--- src/assert_macros.svh ---
// ---------------------------------------------------------------------------
// Assertion macros shared by the allocator RTL.
// ---------------------------------------------------------------------------
`ifndef ASSERT_MACROS_SVH
`define ASSERT_MACROS_SVH
`ifndef SYNTHESIS
`define AFA_ASSERT(lbl, clk, rstn, prop) \
    lbl: assert property (@(posedge clk) disable iff (!(rstn)) (prop)) \
        else $error("allocator assertion failed");
`define AFA_NEVER(lbl, clk, rstn, cond) \
    lbl: assert property (@(posedge clk) disable iff (!(rstn)) !(cond)) \
        else $error("allocator forbidden condition seen");
`else
`define AFA_ASSERT(lbl, clk, rstn, prop)
`define AFA_NEVER(lbl, clk, rstn, cond)
`endif
`endif

--- src/afa_pkg.sv ---
// ---------------------------------------------------------------------------
// afa_pkg
// Types and codes shared by the dual pool first-fit allocator.
// ---------------------------------------------------------------------------
`default_nettype none
package afa_pkg;

    typedef logic [1:0] t_status;
    typedef logic       t_alu_op;

    localparam t_status ST_OK      = 2'd0;
    localparam t_status ST_ZERO    = 2'd1;
    localparam t_status ST_NOSPACE = 2'd2;
    localparam t_status ST_FULL    = 2'd3;

    localparam t_alu_op ALU_ADD = 1'b0;
    localparam t_alu_op ALU_SUB = 1'b1;

    localparam logic FUNC_ALLOC = 1'b0;

    localparam logic [1:0] CFG_VPOOL = 2'd0;
    localparam logic [1:0] CFG_IPOOL = 2'd1;

    localparam logic [31:0] VPOOL_RESET = 32'd67108864;
    localparam logic [31:0] IPOOL_RESET = 32'd16777216;

endpackage
`default_nettype wire

--- src/afa_alu.sv ---
// ---------------------------------------------------------------------------
// afa_alu
// Shared adder and subtractor; carry out of a subtraction means a >= b.
// ---------------------------------------------------------------------------
`default_nettype none
module afa_alu
    import afa_pkg::*;
#(
    parameter int W = 32
) (
    input  wire t_alu_op        i_op,
    input  wire logic [W-1:0]   i_a,
    input  wire logic [W-1:0]   i_b,
    output logic      [W-1:0]   o_res,
    output logic                o_carry
);

    logic         w_sub;
    logic [W:0]   w_sum;

    assign w_sub = (i_op == ALU_SUB);
    assign w_sum = {1'b0, i_a} + {1'b0, (w_sub ? ~i_b : i_b)} + (W+1)'(w_sub);
    assign o_res   = w_sum[W-1:0];
    assign o_carry = w_sum[W];

endmodule
`default_nettype wire

--- config.mk ---
export PLATFORM = sky130hd
export DESIGN_NAME = afa_alu
export DESIGN_NICKNAME = d
export VERILOG_FILES = /design/src/assert_macros.svh /design/src/afa_pkg.sv /design/src/afa_alu.sv
export SDC_FILE = /design/constraint.sdc
export NUM_CORES = 1
export LEC_CHECK = 0
export ABC_CLOCK_PERIOD_IN_PS = 6000
export BUFFER_PORTS_ARGS = -buffer_cell sky130_fd_sc_hd__buf_2
export CAP_MARGIN = 25
export CORE_MARGIN = 2
export CORE_UTILIZATION = 35
export DETAILED_ROUTE_END_ITERATION = 6
export GPL_TIMING_DRIVEN = 0
export PLACE_DENSITY = 0.66
export RECOVER_POWER = 100
export SYNTH_ARGS = -nofsm -noshare
export SYNTH_HDL_FRONTEND = slang
export SYNTH_SLANG_ARGS = --single-unit
--- constraint.sdc ---
create_clock -name vclk -period 6
set_clock_uncertainty 0.1 [all_clocks]
set_input_delay 0.9 -clock vclk [all_inputs]
set_output_delay 0.9 -clock vclk [all_outputs]
set_load 0.1 [all_outputs]
# Word-level counts from Yosys, hierarchy flattened
# Index checks and enable logic that the tools add are counted.
[classes]
addsub = 2
n_mux = 1
n_bitwise = 1
[op_table]
columns = ["op", "count"]
rows = [
  ["$add 32x32->33", 1],
  ["$add 33x1->33", 1],
  ["$mux 32", 1],
  ["$not 32->32", 1],
]
[word_totals]
ff_bits = 0
in_bits = 65
out_inout_bits = 33
wordCells = 4

# Depth between registers and ports, before layout
[depth]
depth_word = 4
mapped_depth = 11
ltp_nobuf = 10

# Worst setup path after synthesis
# Ideal clock, no wire load.
[synth_timing]
path_kind = "input port to output port"
start = "in i_op"
end = "out o_res[28]"
arrival_time_ns = 6.181
required_ns = 5.000
setup_slack_ns = -1.181
cell_stages = 11
path_buffers = 2
path_cell_list = "buf_2 > clkbuf_1 > xor2_1 > ha_1 > a21o_1 > a21o_1 > a221o_1 > a221o_1 > a31o_2 > nand4_1 > nor4bb_1"
[synth_between]
elab_chain_len = 3
[synth_lines]
columns = ["element", "line_no", "rtl"]
rows = [
  ["start, declared", "afa_alu.sv:11", "input wire t_alu_op i_op,"],
  ["$mux 32", "afa_alu.sv:22", "assign w_sum = {1'b0, i_a} + {1'b0, (w_sub ? ~i_b : i_b)} + (W+1)'(w_sub);"],
  ["$add 32x32->33", "afa_alu.sv:22", ""],
  ["$add 33x1->33 *", "afa_alu.sv:22", ""],
  ["end, declared", "afa_alu.sv:14", "output logic [W-1:0] o_res,"],
]
# Every way passes the cells marked *; elsewhere a longest branch is shown, timed or not.

# Worst setup path in the final report
[layout_timing]
start = "in i_op"
end = "out o_res[20]"
# Same word-level chain as after synthesis.

==> impl_metrics.ini <==
[min_path]
hold_path_depth = 3
min_to = o_res[0]
hold_start = i_a[0]
hold_path.class = in2out

[cells_and_area]
register_area_um2 = 0
nClkBuffers = 0
final_core_util_pct = 45.6
final_common_cell = buf_2
fin_nets = 485
num_antenna_cells = 0
layout_common_cells = buf_2 (66), xor2_1 (41), ha_1 (34), a21oi_1 (31), clkbuf_1 (27)
fin_area_um2 = 2670
flops_and_latches = 0
drive_gt1_share_pct = 21.9
area_growth_pct = 26.8

[yosys]
ys_types = 46
synth_area_per_cell_um2 = 7.36
yosysTopAreaCellShare_pct = 20.2
ys_seq_area_share_pct = 0
yosys_warnings = 0
synth_area_leaders = ha_1 (20%), xor2_1 (17%), a21oi_1 (7.4%)
synthesis.nets = 386
syn_inst = 286
synth_area_leader_cell = ha_1
syn_area_um2 = 2110

[place]
dp_hpwl_mm = 5.10
place_area_um2 = 2700
gp_congestion = 0.901
port_buffers = 97

[power_and_ir_drop]
power.density_nw_per_um2 = 354
comb_power_share_pct = 100.0
seqPwrFrac_pct = 0
p_total_mw = 0.944
peakVddDrop_uv = 200
p_switching_mw = 0.755
internal_power_mw = 0.189
netSwitchingFraction_pct = 79.9
power_frac_clock_pct = 0
p_leak_nw = 1.36

[global_routing]
antenna_found_initial = 0
grt_pass1_vias = 2117
grt.overflow.total = 0
grt_first_pass_wirelength_mm = 9.38
grt_max_degree = 11
grt_util_all_layers_pct = 17.0

[floorplan]
die_h_um = 81.6
core_um2 = 5850
fp.dieArea_um2 = 6650
start_util_pct = 36.0
fp.dieW_um = 81.6
num_rows = 28
io_pins = 98

[timing]
min_period_over_period_pct = 91.6
hold_ws_ps = 2340
period_needed_ps = 5490
setup_viol_count_final = 0
maxSlewHeadroom_pct = 18.6
grt_setup_unrepaired = false
slew_violations = 0
hold_viol_final = 0
tightest_slew_ps = 1230
fmax_mhz = 182

[critical_path]
endpoint_kind = output pin
path_class = in2out
required_ps = 5000
cp_max_fo = 10
worst_ep_arrival_time_ps = 4490
crit_path_start_kind = input port

[routing]
drc = 0
wire_per_inst_um = 13.0
first_iter_violations = 115
via_per_inst = 5.32
ant_nets = 0
drt-total-wl_mm = 5.94
firstDrtPassIters = 4
dr_total_vias = 2435

[status]
status = finished, final reports clean

[cts]
hold_buffers = 0
cts_resized = 0
post-cts-setup-buffers = 0

[run]
max_cap_viol_count = 0
==> area by class of cell <==
| type | instances | area, um2 |
|---|---|---|
| plain buffers | 8 | 32.5 |
| fillers | 616 | 3180 |
| well taps | 75 | 93.8 |
| repair buffers | 97 | 459 |
| inverters | 9 | 33.8 |
| multi-input cells | 269 | 2050 |
==> worst max-delay path, stage by stage <==
cell	delay (ps)
buf_2	130
clkbuf_1	570
xor2_1	250
ha_1	310
a21o_1	190
a21o_1	170
a221o_1	360
a221o_1	300
a31o_2	250
xor2_1	180
clkbuf_1	880
==> worst max-delay path by stage <==
stage	endpoint	slack, ps	cells after the start	startpoint
finish	o_res[20]	510	11	i_op
global route	o_res[23]	250	11	i_op
CTS	o_res[25]	550	12	i_op
detailed placement	o_res[25]	560	12	i_op
global placement	o_res[25]	560	12	i_op
floorplan	o_res[28]	-70	11	i_op
==> cell usage after synthesis (2+ instances only) <==
cell type / number
o221ai_1: 2
clkbuf_1: 6
nand2b_1: 2
and2_1: 4
a21oi_1: 31
a211oi_1: 4
a221o_1: 3
xnor2_1: 17
o31ai_1: 4
o22ai_1: 3
o21ai_0: 8
or3_1: 2
buf_2: 2
o21bai_1: 6
and3_1: 6
o211ai_1: 5
xor2_1: 41
nor3_1: 3
nand4_1: 3
o21a_1: 5
nor2_1: 10
a211o_1: 3
mux2i_1: 2
nand2_1: 19
nor2b_1: 5
inv_1: 9
a21o_1: 16
a31oi_1: 2
a21boi_0: 2
ha_1: 34
nand3_1: 12
==> per-stage QoR <==
stage,setup WS [ps],cells,TNS (ps)
6_report,506,458,0
3_5_place_dp,562,458,0
3_3_place_gp,563,458,0
5_1_grt,249,458,0
2_1_floorplan,-70.4,286,-70.4
4_1_cts,548,458,0
==> power groups by stage <==
stage | logic, mW | registers (mW) | clock network (mW)
6_report | 0.944 | 0 | 0
3_5_place_dp | 0.955 | 0 | 0
5_1_grt | 0.994 | 0 | 0
3_3_place_gp | 0.951 | 0 | 0
2_1_floorplan | 0.807 | 0 | 0
4_1_cts | 0.958 | 0 | 0
==> per-layer routing <==
metal / global-route usage [%] / vias up / wire, um
li1: - / 1256 / -
met1: 24.6 / 1111 / 2780
met2: 28.9 / 66 / 2810
met3: 0.549 / 2 / 315
met4: 1.19 / 0 / 32
met5: 0 / - / 0
==> cell families (layout without fill, tap and decap cells) <==
family	count (synthesis)	in the layout	synth area share, %
compound gates	102	102	32.9
xor+xnor	58	58	24.1
fa+ha+maj	35	35	21.2
buf+inv	17	114	3.15
mux	2	2	0.951
simple gates	72	72	17.7
(Power assumes the default switching activity.)
